[config.mk]
export PLATFORM = sky130hd
export DESIGN_NAME = range_header_block_split_top
export DESIGN_NICKNAME = d
export VERILOG_FILES = /design/src/rtl/rhbs_pkg.sv /design/src/rtl/range_header_block_split_top.sv /design/src/rtl/rhbs_parser.sv /design/src/rtl/rhbs_div.sv
export SDC_FILE = /design/constraint.sdc
export NUM_CORES = 2
export LEC_CHECK = 0
export ABC_CLOCK_PERIOD_IN_PS = 5450
export BUFFER_PORTS_ARGS = -buffer_cell sky130_fd_sc_hd__clkbuf_2
export CAP_MARGIN = 15
export CORE_MARGIN = 1.5
export CORE_UTILIZATION = 35
export DETAILED_ROUTE_END_ITERATION = 7
export GPL_TIMING_DRIVEN = 1
export PLACE_DENSITY = 0.54
export SETUP_SLACK_MARGIN = 0.1
export SYNTH_ARGS = -nofsm -noshare
export SYNTH_HDL_FRONTEND = slang
export SYNTH_SLANG_ARGS = --single-unit
export TNS_END_PERCENT = 100
[constraint.sdc]
create_clock -name clk -period 5.45 [get_ports clk]
set_clock_uncertainty 0.15 [all_clocks]
set_input_delay 0.545 -clock clk [delete_from_list [all_inputs] [get_ports clk]]
set_output_delay 0.545 -clock clk [all_outputs]
set_load 0.05 [all_outputs]
[src/rtl/rhbs_pkg.sv]
// Shared types and constants for the range header block splitter.
package rhbs_pkg;

    // Width of the block size as the divider sees it: twice a 32-bit register.
    localparam int SIZE_W = 33;
    // Width of the reported offsets and block index.
    localparam int OUT_OFS_W = 48;
    localparam int IDX_W = 6;

    // Register indexes on the write channel.
    localparam logic CFG_ENABLE    = 1'b0;
    localparam logic CFG_HALF_SIZE = 1'b1;

    typedef enum logic [2:0] {
        ST_OK    = 3'd0,
        ST_SKIP  = 3'd1,
        ST_DECL  = 3'd2,
        ST_UNSAT = 3'd3,
        ST_MANY  = 3'd4
    } status_t;

    // Control from the sequencer to the byte parser.
    typedef struct packed {
        logic step;   // consume one header byte
        logic nul;    // apply the end-of-value step
        logic clr;    // return to the reset state
    } parse_ctl_t;

    // Status from the byte parser to the sequencer.
    typedef struct packed {
        logic    skip;
        status_t verdict;
    } parse_info_t;

endpackage

[src/rtl/range_header_block_split_top.sv]
// Top level of the range header block splitter: sequencer, configuration and output register.
// Header bytes are taken while the sequencer is idle. After the last byte the block closes
// the parse (FIN, then EVAL); an error or skip status then goes to the output register.
// A satisfiable range runs two divisions on the shared divider, start then end offset,
// then emits one block per cycle while the receiver takes them. Reset clears the parser,
// the sequencer, the output register and the registers (enable off, half_block_size
// 1048576); no clearing pass is needed.
module range_header_block_split_top #(
    parameter int MAX_BLOCKS  = 64,
    parameter int OFFSET_BITS = 48
) (
    input  logic          clk,
    input  logic          rst_n,

    // Header byte stream.
    input  logic          s_tvalid,
    output logic          s_tready,
    input  logic [7:0]    s_tdata,    // [7:0] hdr_byte
    input  logic          s_tlast,    // last_byte

    // Result stream.
    output logic          m_tvalid,
    input  logic          m_tready,
    output logic [199:0]  m_tdata,    // [47:0] req_start, [95:48] req_end,
                                      // [143:96] block_start, [191:144] block_end,
                                      // [197:192] block_index, [199:198] zero
    output logic [2:0]    m_tuser,    // [2:0] status
    output logic          m_tlast,    // run_last

    // Register write channel.
    input  logic          cfg_valid,
    output logic          cfg_ready,
    input  logic          cfg_index,
    input  logic [31:0]   cfg_data
);

    localparam int OW = rhbs_pkg::OUT_OFS_W;
    localparam int IW = rhbs_pkg::IDX_W;
    localparam int SW = rhbs_pkg::SIZE_W;

    typedef enum logic [2:0] {
        S_IDLE, S_FIN, S_EVAL, S_DIV_S, S_DIV_E, S_CHECK, S_EMIT
    } state_t;

    // Configuration registers; the user must write them only while the block is idle (not enforced here).
    logic         enable_reg;
    logic [31:0]  half_reg;

    always_ff @(posedge clk or negedge rst_n)
    begin
        if (!rst_n)
        begin
            enable_reg <= 1'b0;
            half_reg   <= 32'd1048576;
        end
        else if (cfg_valid)
        begin
            unique case (cfg_index)
                rhbs_pkg::CFG_ENABLE:    enable_reg <= cfg_data[0];
                rhbs_pkg::CFG_HALF_SIZE: half_reg   <= cfg_data;
                default:                 enable_reg <= enable_reg;
            endcase
        end
    end

    assign cfg_ready = 1'b1;

    // A zero half size counts as one; the block length is twice the half size.
    logic [31:0]  half_eff;
    logic [SW-1:0] size_blk;
    logic [OW-1:0] size_out;
    logic [OW-1:0] size_m1;

    assign half_eff = (half_reg == '0) ? 32'd1 : half_reg;
    assign size_blk = {half_eff, 1'b0};
    assign size_out = OW'(size_blk);
    assign size_m1  = size_out - OW'(1);

    // Byte parser.
    rhbs_pkg::parse_ctl_t    pctl;
    rhbs_pkg::parse_info_t   pinfo;
    logic [OFFSET_BITS-1:0]  start_acc;
    logic [OFFSET_BITS-1:0]  end_acc;

    rhbs_parser #(
        .OFFSET_BITS (OFFSET_BITS)
    ) u_parser (
        .clk       (clk),
        .rst_n     (rst_n),
        .ctl       (pctl),
        .hdr_byte  (s_tdata),
        .info      (pinfo),
        .start_acc (start_acc),
        .end_acc   (end_acc)
    );

    // Shared divider: first the start offset, then the end offset, by the block length.
    logic                    div_go;
    logic [OFFSET_BITS-1:0]  div_num;
    logic                    div_busy;
    logic                    div_done;
    logic [OFFSET_BITS-1:0]  div_quot;
    logic [SW-1:0]           div_rem;

    rhbs_div #(
        .NUM_W (OFFSET_BITS),
        .DEN_W (SW)
    ) u_div (
        .clk   (clk),
        .rst_n (rst_n),
        .start (div_go),
        .num   (div_num),
        .den   (size_blk),
        .busy  (div_busy),
        .done  (div_done),
        .quot  (div_quot),
        .rem   (div_rem)
    );

    // Sequencer state and output register.
    state_t                  state_reg, state_next;
    logic [OFFSET_BITS-1:0]  i_reg, i_next;
    logic [OW-1:0]           bs_reg, bs_next;
    logic [IW-1:0]           k_reg, k_next;
    logic [IW-1:0]           last_idx_reg, last_idx_next;
    logic                    many_reg, many_next;

    logic                    m_valid_reg, m_valid_next;
    rhbs_pkg::status_t       st_reg, st_next;
    logic [OW-1:0]           rs_reg, rs_next;
    logic [OW-1:0]           re_reg, re_next;
    logic [OW-1:0]           obs_reg, obs_next;
    logic [OW-1:0]           obe_reg, obe_next;
    logic [IW-1:0]           idx_reg, idx_next;
    logic                    olast_reg, olast_next;

    logic                    out_free;
    rhbs_pkg::status_t       status_now;
    logic [OFFSET_BITS-1:0]  span;
    logic                    is_last_blk;

    always_comb
    begin
        out_free    = !m_valid_reg || m_tready;
        status_now  = (!enable_reg || pinfo.skip) ? rhbs_pkg::ST_SKIP : pinfo.verdict;
        span        = div_quot - i_reg;
        is_last_blk = (k_reg == last_idx_reg);

        state_next    = state_reg;
        i_next        = i_reg;
        bs_next       = bs_reg;
        k_next        = k_reg;
        last_idx_next = last_idx_reg;
        many_next     = many_reg;

        m_valid_next = m_valid_reg && !m_tready;
        st_next      = st_reg;
        rs_next      = rs_reg;
        re_next      = re_reg;
        obs_next     = obs_reg;
        obe_next     = obe_reg;
        idx_next     = idx_reg;
        olast_next   = olast_reg;

        pctl    = '0;
        div_go  = 1'b0;
        div_num = start_acc;

        unique case (state_reg)
            S_IDLE:
            begin
                if (s_tvalid)
                begin
                    pctl.step = 1'b1;
                    if (s_tlast)
                        state_next = S_FIN;
                end
            end
            S_FIN:
            begin
                // Close the value as if a NUL byte followed it.
                pctl.nul   = 1'b1;
                state_next = S_EVAL;
            end
            S_EVAL:
            begin
                if (status_now == rhbs_pkg::ST_OK)
                begin
                    div_go     = 1'b1;
                    div_num    = start_acc;
                    state_next = S_DIV_S;
                end
                else if (out_free)
                begin
                    m_valid_next = 1'b1;
                    st_next      = status_now;
                    rs_next      = '0;
                    re_next      = '0;
                    obs_next     = '0;
                    obe_next     = '0;
                    idx_next     = '0;
                    olast_next   = 1'b1;
                    pctl.clr     = 1'b1;
                    state_next   = S_IDLE;
                end
            end
            S_DIV_S:
            begin
                if (div_done)
                begin
                    // The first block starts at the start offset less its remainder.
                    i_next     = div_quot;
                    bs_next    = OW'(start_acc) - OW'(div_rem);
                    div_go     = 1'b1;
                    div_num    = end_acc;
                    state_next = S_DIV_E;
                end
            end
            S_DIV_E:
            begin
                if (div_done)
                begin
                    many_next     = (span >= OFFSET_BITS'(MAX_BLOCKS));
                    last_idx_next = span[IW-1:0];
                    k_next        = '0;
                    state_next    = S_CHECK;
                end
            end
            S_CHECK:
            begin
                if (!many_reg)
                    state_next = S_EMIT;
                else if (out_free)
                begin
                    m_valid_next = 1'b1;
                    st_next      = rhbs_pkg::ST_MANY;
                    rs_next      = OW'(start_acc);
                    re_next      = OW'(end_acc);
                    obs_next     = '0;
                    obe_next     = '0;
                    idx_next     = '0;
                    olast_next   = 1'b1;
                    pctl.clr     = 1'b1;
                    state_next   = S_IDLE;
                end
            end
            S_EMIT:
            begin
                if (out_free)
                begin
                    m_valid_next = 1'b1;
                    st_next      = rhbs_pkg::ST_OK;
                    rs_next      = OW'(start_acc);
                    re_next      = OW'(end_acc);
                    obs_next     = bs_reg;
                    obe_next     = bs_reg + size_m1;
                    idx_next     = k_reg;
                    olast_next   = is_last_blk;
                    bs_next      = bs_reg + size_out;
                    k_next       = k_reg + IW'(1);
                    if (is_last_blk)
                    begin
                        pctl.clr   = 1'b1;
                        state_next = S_IDLE;
                    end
                end
            end
            default:
            begin
                state_next = S_IDLE;
            end
        endcase
    end

    always_ff @(posedge clk or negedge rst_n)
    begin
        if (!rst_n)
        begin
            state_reg    <= S_IDLE;
            i_reg        <= '0;
            bs_reg       <= '0;
            k_reg        <= '0;
            last_idx_reg <= '0;
            many_reg     <= 1'b0;
            m_valid_reg  <= 1'b0;
            st_reg       <= rhbs_pkg::ST_OK;
            rs_reg       <= '0;
            re_reg       <= '0;
            obs_reg      <= '0;
            obe_reg      <= '0;
            idx_reg      <= '0;
            olast_reg    <= 1'b0;
        end
        else
        begin
            state_reg    <= state_next;
            i_reg        <= i_next;
            bs_reg       <= bs_next;
            k_reg        <= k_next;
            last_idx_reg <= last_idx_next;
            many_reg     <= many_next;
            m_valid_reg  <= m_valid_next;
            st_reg       <= st_next;
            rs_reg       <= rs_next;
            re_reg       <= re_next;
            obs_reg      <= obs_next;
            obe_reg      <= obe_next;
            idx_reg      <= idx_next;
            olast_reg    <= olast_next;
        end
    end

    // Only the idle state takes bytes; the output register lets a new header start while
    // the final result of the previous one still waits.
    assign s_tready = (state_reg == S_IDLE);
    assign m_tvalid = m_valid_reg;
    assign m_tuser  = st_reg;
    assign m_tlast  = olast_reg;
    assign m_tdata  = {2'b00, idx_reg, obe_reg, obs_reg, re_reg, rs_reg};

    // The divider never runs while header bytes are being taken.
    assert property (@(posedge clk) disable iff (!rst_n)
        div_busy |-> !s_tready)
        else $error("divider busy while the byte port is ready");

    // A division finishes only in the states that wait for it.
    assert property (@(posedge clk) disable iff (!rst_n)
        div_done |-> (state_reg == S_DIV_S || state_reg == S_DIV_E))
        else $error("division finished outside a division state");

    // Plain status results carry no offsets.
    assert property (@(posedge clk) disable iff (!rst_n)
        m_tvalid && (m_tuser == 3'(rhbs_pkg::ST_SKIP) || m_tuser == 3'(rhbs_pkg::ST_DECL)
                     || m_tuser == 3'(rhbs_pkg::ST_UNSAT)) |-> (m_tdata == '0))
        else $error("status result carries nonzero payload");

    // Only a block of a longer run may leave without the last mark.
    assert property (@(posedge clk) disable iff (!rst_n)
        m_tvalid && !m_tlast |-> (m_tuser == 3'(rhbs_pkg::ST_OK)))
        else $error("non-final result with a status other than ok");

endmodule

[src/rtl/rhbs_parser.sv]
// Byte-at-a-time parser of the range header value with a decimal accumulator.
module rhbs_parser #(
    parameter int OFFSET_BITS = 48
) (
    input  logic                    clk,
    input  logic                    rst_n,
    input  rhbs_pkg::parse_ctl_t    ctl,
    input  logic [7:0]              hdr_byte,
    output rhbs_pkg::parse_info_t   info,
    output logic [OFFSET_BITS-1:0]  start_acc,
    output logic [OFFSET_BITS-1:0]  end_acc
);

    localparam logic [7:0] CH_SPACE = 8'h20;
    localparam logic [7:0] CH_DASH  = 8'h2d;
    localparam logic [7:0] CH_COMMA = 8'h2c;
    localparam logic [7:0] CH_CR    = 8'h0d;
    localparam logic [7:0] CH_NUL   = 8'h00;
    localparam logic [7:0] CH_ZERO  = 8'h30;
    localparam logic [7:0] CH_NINE  = 8'h39;
    localparam logic [7:0] CH_UPA   = 8'h41;
    localparam logic [7:0] CH_UPZ   = 8'h5a;
    localparam logic [7:0] CASE_OFS = 8'h20;

    typedef enum logic [3:0] {
        PH_PREFIX, PH_LEAD, PH_START, PH_SP1, PH_LEAD2,
        PH_END, PH_SP2, PH_DONE, PH_SKIP
    } phase_t;

    function automatic logic [7:0] prefix_char(input logic [2:0] pos);
        logic [7:0] ch;
        case (pos)
            3'd0:    ch = 8'h62;  // b
            3'd1:    ch = 8'h79;  // y
            3'd2:    ch = 8'h74;  // t
            3'd3:    ch = 8'h65;  // e
            3'd4:    ch = 8'h73;  // s
            default: ch = 8'h3d;  // =
        endcase
        return ch;
    endfunction

    phase_t                    phase_reg, phase_next;
    logic [2:0]                pcount_reg, pcount_next;
    logic [OFFSET_BITS-1:0]    start_reg, start_next;
    logic [OFFSET_BITS-1:0]    end_reg, end_next;
    rhbs_pkg::status_t         verdict_reg, verdict_next;

    logic [7:0]                ch;
    logic [7:0]                lc;
    logic                      is_dig;
    logic [3:0]                digit;
    logic [OFFSET_BITS-1:0]    acc_src;
    logic [OFFSET_BITS+3:0]    prod;
    logic                      acc_ovf;
    logic [OFFSET_BITS-1:0]    acc_val;
    rhbs_pkg::status_t         verdict_acc;
    rhbs_pkg::status_t         verdict_fin;

    always_comb
    begin
        ch     = ctl.nul ? CH_NUL : hdr_byte;
        lc     = (ch >= CH_UPA && ch <= CH_UPZ) ? ch + CASE_OFS : ch;
        is_dig = (ch >= CH_ZERO && ch <= CH_NINE);
        digit  = 4'(ch - CH_ZERO);

        // Multiply by ten as two shifted adds; any carry above the offset width overflows.
        acc_src = (phase_reg == PH_END)   ? end_reg :
                  (phase_reg == PH_START) ? start_reg : '0;
        prod    = ({4'b0, acc_src} << 3) + ({4'b0, acc_src} << 1)
                  + (OFFSET_BITS+4)'(digit);
        acc_ovf = |prod[OFFSET_BITS+3:OFFSET_BITS];
        acc_val = acc_ovf ? '1 : prod[OFFSET_BITS-1:0];
        verdict_acc = acc_ovf ? rhbs_pkg::ST_UNSAT : verdict_reg;
        verdict_fin = (verdict_reg != rhbs_pkg::ST_OK || start_reg > end_reg)
                      ? rhbs_pkg::ST_UNSAT : rhbs_pkg::ST_OK;

        phase_next   = phase_reg;
        pcount_next  = pcount_reg;
        start_next   = start_reg;
        end_next     = end_reg;
        verdict_next = verdict_reg;

        if (ctl.clr)
        begin
            phase_next   = PH_PREFIX;
            pcount_next  = '0;
            start_next   = '0;
            end_next     = '0;
            verdict_next = rhbs_pkg::ST_OK;
        end
        else if (ctl.step && phase_reg == PH_PREFIX)
        begin
            if (pcount_reg < 3'd6 && lc != prefix_char(pcount_reg))
            begin
                phase_next = PH_SKIP;
            end
            pcount_next = pcount_reg + 3'd1;
            if (phase_next == PH_PREFIX && pcount_next >= 3'd6)
            begin
                phase_next = PH_LEAD;
            end
        end
        else if (ctl.step || ctl.nul)
        begin
            if (ctl.step && pcount_reg < 3'd7)
            begin
                pcount_next = pcount_reg + 3'd1;
            end
            case (phase_reg)
                PH_LEAD:
                begin
                    if (ch == CH_SPACE)
                    begin
                    end
                    else if (ch == CH_DASH)
                    begin
                        phase_next   = PH_DONE;
                        verdict_next = rhbs_pkg::ST_DECL;
                    end
                    else if (is_dig)
                    begin
                        start_next   = acc_val;
                        verdict_next = verdict_acc;
                        phase_next   = PH_START;
                    end
                    else
                    begin
                        phase_next   = PH_DONE;
                        verdict_next = rhbs_pkg::ST_UNSAT;
                    end
                end
                PH_START:
                begin
                    if (is_dig)
                    begin
                        start_next   = acc_val;
                        verdict_next = verdict_acc;
                    end
                    else if (ch == CH_SPACE)
                        phase_next = PH_SP1;
                    else if (ch == CH_DASH)
                        phase_next = PH_LEAD2;
                    else
                    begin
                        phase_next   = PH_DONE;
                        verdict_next = rhbs_pkg::ST_UNSAT;
                    end
                end
                PH_SP1:
                begin
                    if (ch == CH_SPACE)
                    begin
                    end
                    else if (ch == CH_DASH)
                        phase_next = PH_LEAD2;
                    else
                    begin
                        phase_next   = PH_DONE;
                        verdict_next = rhbs_pkg::ST_UNSAT;
                    end
                end
                PH_LEAD2:
                begin
                    if (ch == CH_SPACE)
                    begin
                    end
                    else if (ch == CH_COMMA || ch == CH_NUL)
                    begin
                        phase_next   = PH_DONE;
                        verdict_next = rhbs_pkg::ST_DECL;
                    end
                    else if (is_dig)
                    begin
                        end_next     = acc_val;
                        verdict_next = verdict_acc;
                        phase_next   = PH_END;
                    end
                    else
                    begin
                        phase_next   = PH_DONE;
                        verdict_next = rhbs_pkg::ST_UNSAT;
                    end
                end
                PH_END:
                begin
                    if (is_dig)
                    begin
                        end_next     = acc_val;
                        verdict_next = verdict_acc;
                    end
                    else if (ch == CH_SPACE)
                        phase_next = PH_SP2;
                    else if (ch == CH_NUL || ch == CH_CR)
                    begin
                        phase_next   = PH_DONE;
                        verdict_next = verdict_fin;
                    end
                    else
                    begin
                        phase_next   = PH_DONE;
                        verdict_next = rhbs_pkg::ST_UNSAT;
                    end
                end
                PH_SP2:
                begin
                    if (ch == CH_SPACE)
                    begin
                    end
                    else if (ch == CH_NUL || ch == CH_CR)
                    begin
                        phase_next   = PH_DONE;
                        verdict_next = verdict_fin;
                    end
                    else
                    begin
                        phase_next   = PH_DONE;
                        verdict_next = rhbs_pkg::ST_UNSAT;
                    end
                end
                default:
                begin
                end
            endcase
        end
    end

    always_ff @(posedge clk or negedge rst_n)
    begin
        if (!rst_n)
        begin
            phase_reg   <= PH_PREFIX;
            pcount_reg  <= '0;
            start_reg   <= '0;
            end_reg     <= '0;
            verdict_reg <= rhbs_pkg::ST_OK;
        end
        else
        begin
            phase_reg   <= phase_next;
            pcount_reg  <= pcount_next;
            start_reg   <= start_next;
            end_reg     <= end_next;
            verdict_reg <= verdict_next;
        end
    end

    assign info.skip    = (phase_reg == PH_SKIP) || (phase_reg == PH_PREFIX)
                          || (pcount_reg < 3'd7);
    assign info.verdict = verdict_reg;
    assign start_acc    = start_reg;
    assign end_acc      = end_reg;

endmodule

[src/rtl/rhbs_div.sv]
// Shared restoring divider, one quotient bit per cycle.
module rhbs_div #(
    parameter int NUM_W = 48,
    parameter int DEN_W = 33
) (
    input  logic              clk,
    input  logic              rst_n,
    input  logic              start,
    input  logic [NUM_W-1:0]  num,
    input  logic [DEN_W-1:0]  den,
    output logic              busy,
    output logic              done,
    output logic [NUM_W-1:0]  quot,
    output logic [DEN_W-1:0]  rem
);

    localparam int CNT_W = $clog2(NUM_W + 1);

    logic [NUM_W-1:0]  num_reg, num_next;
    logic [DEN_W-1:0]  rem_reg, rem_next;
    logic [CNT_W-1:0]  cnt_reg, cnt_next;
    logic              busy_reg, busy_next;
    logic              done_reg, done_next;

    logic [DEN_W:0]    trial;
    logic [DEN_W:0]    diff;
    logic              ge;

    always_comb
    begin
        trial = {rem_reg, num_reg[NUM_W-1]};
        diff  = trial - {1'b0, den};
        ge    = (trial >= {1'b0, den});

        num_next  = num_reg;
        rem_next  = rem_reg;
        cnt_next  = cnt_reg;
        busy_next = busy_reg;
        done_next = 1'b0;

        if (start)
        begin
            num_next  = num;
            rem_next  = '0;
            cnt_next  = CNT_W'(NUM_W);
            busy_next = 1'b1;
        end
        else if (busy_reg)
        begin
            // The dividend shifts out at the top while quotient bits enter at the bottom.
            rem_next = ge ? diff[DEN_W-1:0] : trial[DEN_W-1:0];
            num_next = {num_reg[NUM_W-2:0], ge};
            cnt_next = cnt_reg - CNT_W'(1);
            if (cnt_reg == CNT_W'(1))
            begin
                busy_next = 1'b0;
                done_next = 1'b1;
            end
        end
    end

    always_ff @(posedge clk or negedge rst_n)
    begin
        if (!rst_n)
        begin
            num_reg  <= '0;
            rem_reg  <= '0;
            cnt_reg  <= '0;
            busy_reg <= 1'b0;
            done_reg <= 1'b0;
        end
        else
        begin
            num_reg  <= num_next;
            rem_reg  <= rem_next;
            cnt_reg  <= cnt_next;
            busy_reg <= busy_next;
            done_reg <= done_next;
        end
    end

    assign busy = busy_reg;
    assign done = done_reg;
    assign quot = num_reg;
    assign rem  = rem_reg;

endmodule

==> After elaboration in Yosys (flattened, before gate mapping) <==
Cells that the tools add are included.
{ "totals": {"in_bits": 47, "elab_cells": 295, "output_inout_bits": 207, "ff_bits": 543} }
{ "op_classes": {"add_sub_neg": 13, "n_reduce_logical": 53, "bitwise_logic": 1, "n_lt_le_gt_ge": 10, "n_mux": 147, "n_eq_ne": 45} }
{ "op_table": {"columns": ["cell", "n"], "rows": [
  ["48-bit two-way mux", 35],
  ["48-bit case mux with 3 select lines", 4],
  ["48-bit case mux with 2 select lines", 3],
  ["3-bit two-way mux", 35],
  ["33-bit two-way mux", 3],
  ["4-bit two-way mux", 16],
  ["51-bit by 49-bit adder with 52-bit output", 1],
  ["52-bit by 4-bit adder with 52-bit output", 1],
  ["48-bit by 33-bit adder with 48-bit output", 1],
  ["48-bit adder", 1],
  ["48-bit by 7-bit >= comparator with 1-bit output (second input constant)", 1],
  ["48-bit > comparator", 1],
  ["6-bit two-way mux", 8],
  ["48-bit by 33-bit subtractor with 48-bit output", 1],
  ["48-bit subtractor", 1],
  ["7-bit case mux with 5 select lines", 1],
  ["34-bit by 33-bit >= comparator with 1-bit output", 1],
  ["33-bit by 1-bit subtractor with 34-bit output (second input constant)", 1],
  ["33-bit subtractor", 1],
  ["32-bit zero test", 1],
  ["32-bit two-way mux", 1],
  ["8-bit two-way mux", 4],
  ["8-bit by 6-bit equality test with 1-bit output (second input constant)", 3],
  ["1-bit two-way mux", 24],
  ["54 further kinds", 120]
]} }

==> Logic depth before layout (Yosys ltp) <==
{ "depth": {"word_depth": 19, "ltp_mapped": 25, "depth_no_buf": 23} }

==> By module <==
A second synthesis with hierarchy kept.
{ "hier_totals": {"cells_unflattened": 4921, "area_unflattened_um2": 40923.0} }
{ "modules_own_cells": {"columns": ["module", "cells_per_inst", "instances", "seq_area_each_um2", "area_per_inst_um2"], "rows": [
  ["range_header_block_split_top", 2955, 1, 8709.6, 24372.1],
  ["rhbs_parser", 1268, 1, 2652.5, 10461.3],
  ["rhbs_div", 698, 1, 2227.1, 6089.6]
]} }

==> Worst setup path before layout <==
No wires, ideal clock.
{ "synth_path": {"path_kind": "reg-to-reg", "from": "register u_parser.phase_reg[2]", "to": "register u_parser.end_reg[15], in the netlist u_parser.end_acc[15]", "n_path_buf": 6, "required_time_ps": 5175, "synth_period_minus_slack_ps": 5218, "path_stages_with_launch": 24, "t_arrival_ps": 4943, "setup_slack_ps": 232, "setup_ps": 125, "cell_sequence": "dfrtp_1 -> buf_2 -> nor2b_1 -> and2_1 -> clkbuf_1 -> clkbuf_1 -> buf_1 -> nand2_1 -> o21ai_0 -> fa_1 -> ha_1 -> a211oi_2 -> o21ai_0 -> a21oi_1 -> o311ai_2 -> o211ai_1 -> a21oi_1 -> o31a_1 -> a41oi_2 -> and2_1 -> buf_6 -> buf_6 -> a21oi_2 -> mux2_2"} }
{ "synth_between": {"elab_chain_cells": 14, "word_cells_on_any_way": 32, "classes_between": "add/sub: 2; eq/ne: 7; mux: 13; reduce/logical: 10"} }
{ "synth_rtl": {"columns": ["item", "line", "text"], "rows": [
  ["start, declared", "rhbs_parser.sv:43", "phase_t phase_reg, phase_next;"],
  ["start signal, assigned", "rhbs_parser.sv:240", "phase_reg <= phase_next;"],
  ["4-bit by 2-bit equality test with 1-bit output", "rhbs_parser.sv:69", "(phase_reg == PH_START) ? start_reg : '0;"],
  ["48-bit two-way mux", "rhbs_parser.sv:69", null],
  ["48-bit two-way mux", "rhbs_parser.sv:68", "acc_src = (phase_reg == PH_END) ? end_reg :"],
  ["51-bit by 49-bit adder with 52-bit output", "rhbs_parser.sv:70", "prod = ({4'b0, acc_src} << 3) + ({4'b0, acc_src} << 1)"],
  ["52-bit by 4-bit adder with 52-bit output", "rhbs_parser.sv:71", "+ (OFFSET_BITS+4)'(digit);"],
  ["4-bit OR reduction", "rhbs_parser.sv:72", "acc_ovf = |prod[OFFSET_BITS+3:OFFSET_BITS];"],
  ["48-bit two-way mux", "rhbs_parser.sv:73", "acc_val = acc_ovf ? '1 : prod[OFFSET_BITS-1:0];"],
  ["48-bit two-way mux", "rhbs_parser.sv:173, rhbs_parser.sv:187", null],
  ["48-bit two-way mux", "rhbs_parser.sv:168", "else if (ch == CH_COMMA || ch == CH_NUL)"],
  ["48-bit two-way mux", "rhbs_parser.sv:165", "if (ch == CH_SPACE)"],
  ["48-bit case mux with 2 select lines", "rhbs_parser.sv:110", "case (phase_reg)"],
  ["48-bit two-way mux", "rhbs_parser.sv:104", "else if (ctl.step || ctl.nul)"],
  ["48-bit two-way mux", "rhbs_parser.sv:92", "else if (ctl.step && phase_reg == PH_PREFIX)"],
  ["48-bit two-way mux", "rhbs_parser.sv:84", "if (ctl.clr)"],
  ["end signal, assigned", "rhbs_parser.sv:243", "end_reg <= end_next;"],
  ["end, declared", "rhbs_parser.sv:46", "logic [OFFSET_BITS-1:0] end_reg, end_next;"]
]} }
Several ways; a longest one is shown, not always the timed one. The select of a mux whose other input is x is not followed.
A chain may end at the register's enable or synchronous reset.

==> Final worst setup path <==
{ "layout_path": {"from": "register u_parser.phase_reg[0]", "to": "register u_parser.start_reg[41], in the netlist u_parser.start_acc[41]"} }
{ "layout_between": {"elab_chain_cells": 14, "word_cells_on_any_way": 32, "classes_between": "add/sub: 2; eq/ne: 7; mux: 13; reduce/logical: 10"} }
{ "layout_rtl": {"columns": ["item", "line", "text"], "rows": [
  ["4-bit by 2-bit equality test with 1-bit output", "rhbs_parser.sv:69, rhbs_parser.sv:110", null],
  ["48-bit two-way mux", "rhbs_parser.sv:69", null],
  ["48-bit two-way mux", "rhbs_parser.sv:68", null],
  ["51-bit by 49-bit adder with 52-bit output", "rhbs_parser.sv:70", null],
  ["52-bit by 4-bit adder with 52-bit output", "rhbs_parser.sv:71", null],
  ["4-bit OR reduction", "rhbs_parser.sv:72", null],
  ["48-bit two-way mux", "rhbs_parser.sv:73", null],
  ["48-bit two-way mux", "rhbs_parser.sv:121, rhbs_parser.sv:135", null],
  ["48-bit two-way mux", "rhbs_parser.sv:116", "else if (ch == CH_DASH)"],
  ["48-bit two-way mux", "rhbs_parser.sv:113", "if (ch == CH_SPACE)"],
  ["48-bit case mux with 2 select lines", "rhbs_parser.sv:110", null],
  ["48-bit two-way mux", "rhbs_parser.sv:104", null],
  ["48-bit two-way mux", "rhbs_parser.sv:92", null],
  ["48-bit two-way mux", "rhbs_parser.sv:84", null],
  ["end signal, assigned", "rhbs_parser.sv:242", "start_reg <= start_next;"],
  ["end, declared", "rhbs_parser.sv:45", "logic [OFFSET_BITS-1:0] start_reg, start_next;"]
]} }
Several ways; a longest one is shown, not always the timed one. The select of a mux whose other input is x is not followed.

==> reports/summary.json <==
{
  "outcome": {"value": "complete, no violations"},
  "number_of_enable_flip_flop_cells_after_synthesis": {"value": 0},
  "nFillCells": {"value": 11600},
  "floorplan.initialDensity": {"value": 0.353},
  "crit_path_cell_trace": {"value": "nor2b_2, and2_1, buf_12, a22o_1, ha_1, ha_1, nand3_1, or3_1, o311ai_2, o211ai_1, buf_4, a211oi_1, o21ai_0, nor2b_1, xnor2_1, nor2_1, a211oi_1"},
  "rsz0062_at_grt": {"value": "true"},
  "timing.critical_path.buf_inv": {"value": 2},
  "cp_slowest_stage_delay": {"value": 0.49, "unit": "ns"},
  "die_ar": {"value": 117000, "unit": "um2"},
  "vias_in_the_first_global_route": {"value": 34900},
  "worst_r2r_startpoint": {"value": "u_parser.phase_reg[0]$_DFFE_PN0P_"},
  "yosysMostFrequentCell": {"value": "sky130_fd_sc_hd__nand2_1"},
  "p_per_area": {"value": 368, "unit": "nW/um2"},
  "flop_and_latch_count_out_of_synthesis": {"value": 543},
  "postRouteWirelength": {"value": 146, "unit": "mm"},
  "place_congestion": {"value": 0.965},
  "worst-endpoint-required": {"value": 5.84, "unit": "ns"},
  "worst_setup_path_type": {"value": "reg -> reg"},
  "grt_pass1_wl": {"value": 221, "unit": "mm"},
  "p_leak": {"value": 21.5, "unit": "nW"},
  "setup-violations-final": {"value": 0},
  "hold_path_class": {"value": "in -> reg"},
  "post-synth-top-area-cell": {"value": "sky130_fd_sc_hd__dfrtp_1"},
  "hold_start": {"value": "cfg_data[12]"},
  "antenna_cells_inserted": {"value": 0},
  "row_count": {"value": 124},
  "dieWidth": {"value": 343, "unit": "um"},
  "wl_per_cell": {"value": 22.1, "unit": "um"},
  "path_max_fanout": {"value": 49},
  "report.final.slew_viol_count": {"value": 0},
  "seq_area_frac_synth": {"value": 0.337},
  "final_min_period_over_clock_period": {"value": 0.931},
  "synth.cells.most_frequent": {"value": "638 x sky130_fd_sc_hd__nand2_1, 542 x sky130_fd_sc_hd__dfrtp_1, 456 x sky130_fd_sc_hd__o21ai_0, 448 x sky130_fd_sc_hd__a21oi_1, 343 x sky130_fd_sc_hd__ha_1"},
  "clock_tree_from_tritoncts": {"value": "done"},
  "area.growth.synth_to_final": {"value": 14.3, "unit": "%"},
  "die_h": {"value": 343, "unit": "um"},
  "critical_path.endpoint_type": {"value": "flop"},
  "fp.coreArea": {"value": 114000, "unit": "um2"},
  "clock_tree.buffer_depth": {"value": 3},
  "worst_pin_slew": {"value": 0.943, "unit": "ns"},
  "num-nets-final": {"value": 5431},
  "crit_start": {"value": "u_parser.phase_reg[0]$_DFFE_PN0P_"},
  "clock-root-buffer": {"value": "sky130_fd_sc_hd__clkbuf_16"},
  "timing.final.hold_violations": {"value": 0},
  "dr_total_vias": {"value": 37000},
  "timing.max_cap.violations": {"value": 0},
  "max_freq": {"value": 197, "unit": "MHz"},
  "synthesis.yosys.warnings": {"value": 0},
  "critPathTopFamily": {"value": "compound AO/OA/AOI/OAI gates"},
  "post_synth_main_area_contributors": {"value": "sky130_fd_sc_hd__dfrtp_1 34%, sky130_fd_sc_hd__ha_1 11%, sky130_fd_sc_hd__nand2_1 5.9%, sky130_fd_sc_hd__o21ai_0 5.7%, sky130_fd_sc_hd__a21oi_1 5.6%"},
  "r2r.worst_path.cells": {"value": 17},
  "netlist_instances": {"value": 4850},
  "timing.max_slew.rel_slack": {"value": 0.371},
  "antenna_found_initial": {"value": 4},
  "gr-usage-all-layers": {"value": 0.243},
  "cp_num_cells": {"value": 17},
  "avgViaCountPerCell": {"value": 5.61},
  "final_antenna_net_count": {"value": 0},
  "drtPass1Iterations": {"value": 5},
  "cts.htree.levels": {"value": 3},
  "synth_flop_cell": {"value": "sky130_fd_sc_hd__dfrtp_1"},
  "async_flop_share": {"value": 1.00},
  "peak_vdd_ir": {"value": 0.000299, "unit": "V"},
  "cts_num_sinks": {"value": 543},
  "share_of_cells_above_drive_strength_1": {"value": 0.134},
  "worst_skew_pair.late_latency": {"value": 0.65, "unit": "ns"},
  "avg_inst_size_synth": {"value": 8.33, "unit": "um2"},
  "drc": {"value": 0},
  "finalWorstSetupSlack": {"value": 0.376, "unit": "ns"},
  "synth_top_cell_area_share": {"value": 0.336},
  "cts.reportedPaths.clkPinSlew": {"value": 0.06, "unit": "ns"},
  "synth.lib_cells_used.distinct": {"value": 103},
  "io_buffer_count": {"value": 250},
  "totalNegativeSetupSlack": {"value": 0, "unit": "ns"},
  "grt_max_degree": {"value": 144},
  "io_pins": {"value": 254},
  "globalRoute.totalOverflow": {"value": 0},
  "finalWorstPathRequiredPeriod": {"value": 5.07, "unit": "ns"},
  "count_of_routing_violations_after_the_opening_detailed_route_iteration": {"value": 3526},
  "worst-endpoint-arrival": {"value": 5.46, "unit": "ns"},
  "place_ws": {"value": -0.0444, "unit": "ns"},
  "detailedPlacementHpwl": {"value": 111, "unit": "mm"},
  "syn_area": {"value": 40400, "unit": "um2"},
  "cts_made_buffers": {"value": 70},
  "whs_path_depth": {"value": 2},
  "startpoint_type": {"value": "flop"},
  "cp_slowest_cell": {"value": "sky130_fd_sc_hd__a211oi_1"}
}
==> layer usage <==
layer | track usage | wire [um]
met3 | 0.0329 | 8330
met1 | 0.366 | 71500
met4 | 0.0694 | 3980
met5 | 0 | 23
met2 | 0.357 | 61900
==> worst register-to-register path, cell delays in order (launching register included) <==
cell	delay [ns]
sky130_fd_sc_hd__dfrtp_1	0.40
sky130_fd_sc_hd__nor2b_2	0.25
sky130_fd_sc_hd__and2_1	0.25
sky130_fd_sc_hd__buf_12	0.26
sky130_fd_sc_hd__a22o_1	0.26
sky130_fd_sc_hd__ha_1	0.24
sky130_fd_sc_hd__ha_1	0.37
sky130_fd_sc_hd__nand3_1	0.18
sky130_fd_sc_hd__or3_1	0.44
sky130_fd_sc_hd__o311ai_2	0.41
sky130_fd_sc_hd__o211ai_1	0.16
sky130_fd_sc_hd__buf_4	0.17
sky130_fd_sc_hd__a211oi_1	0.49
sky130_fd_sc_hd__o21ai_0	0.26
sky130_fd_sc_hd__nor2b_1	0.20
sky130_fd_sc_hd__xnor2_1	0.16
sky130_fd_sc_hd__nor2_1	0.07
sky130_fd_sc_hd__a211oi_1	0.23
==> final cells by class <==
type                       count  area (um2)  share of cell area
clock inverter                30         455             0.00987
multi-input combinational   3779       24800               0.537
timing repair buffer         396        2520              0.0547
sequential                   543       13600               0.294
inverter                     244         916              0.0198
clock buffer                  96        2000              0.0433
tap                         1512        1890              0.0410
==> power breakdown <==
group          switching (mW)  internal, mW
Combinational            4.80          2.64
Clock                    1.95          3.05
Sequential              0.303          4.24
Total                    7.05          9.93
==> stage by stage <==
step / total power, mW / cell area, um2 / utilization / hold WS (ns) / instances
after global routing: 17.9 / 46200 / 0.404 / 0.0138 / 6600
after CTS: 17.0 / 46100 / 0.403 / 0.000203 / 6599
after global placement: 11.9 / 43500 / 0.381 / 0.316 / 6461
after detailed placement: 11.9 / 43500 / 0.381 / 0.314 / 6461
final: 17.0 / 46200 / 0.404 / 0.0285 / 6600
after floorplan: 9.48 / 40400 / - / 0.0994 / 4851
==> timing repair <==
item	CTS	global route
endpoints found under the setup margin	8	81
setup buffers	0	1
hold endpoints to repair	91	0
pin swaps	0	1
hold buffers	12	0
gates resized for setup	1	18
==> cell usage in the layout (no fill, tap or decap), drive strengths merged, types with 11 or more instances in the layout <==
cell type / synthesis / routed
o21a: 37 / 37
ha: 343 / 343
mux2: 92 / 92
and2: 26 / 26
mux2i: 22 / 22
nor3b: 13 / 13
nand3b: 37 / 37
a21boi: 11 / 11
a31oi: 50 / 50
clkbuf: 200 / 345
o21bai: 34 / 34
o211ai: 30 / 30
nand3: 117 / 117
nand4: 55 / 55
a211o: 16 / 16
a2111oi: 12 / 12
dlygate4sd3: 0 / 12
o21ai: 467 / 467
nor2: 308 / 308
a22o: 104 / 104
and3: 35 / 35
nand2: 639 / 639
clkinv: 0 / 13
nor3: 87 / 87
nor2b: 31 / 31
o31ai: 26 / 26
a211oi: 71 / 71
or2: 13 / 13
o221ai: 11 / 11
a21o: 120 / 120
dfrtp: 542 / 542
nand2b: 37 / 37
xnor2: 141 / 141
xor2: 108 / 108
inv: 244 / 247
a21oi: 474 / 474
nor4: 29 / 29
or3: 21 / 21
buf: 85 / 135
==> kinds of logic after synthesis <==
logic type,after synthesis,share of synthesized area
buffers and inverters,529,0.0530
AO/OA/AOI/OAI,1587,0.248
other,2,0.000186
multiplexers,114,0.0311
AND/OR/NAND/NOR,1475,0.167
adder cells (fa/ha/maj),351,0.110
XOR/XNOR,249,0.0540
flip-flops,543,0.337
==> worst paths after layout <==
kind                                                       to  slack (ns)
max                        u_parser.start_acc[41]$_DFFE_PN0P_        0.38
min                                  half_reg[12]$_DFFE_PN0P_        0.03
max reg2reg                u_parser.start_acc[41]$_DFFE_PN0P_        0.38
min reg2reg                           obe_reg[19]$_DFFE_PN0P_        0.33
max in group asynchronous    u_parser.end_acc[39]$_DFFE_PN0P_        3.47
min in group asynchronous              obs_reg[7]$_DFFE_PN0P_        0.37
(Power assumes the default switching activity.)
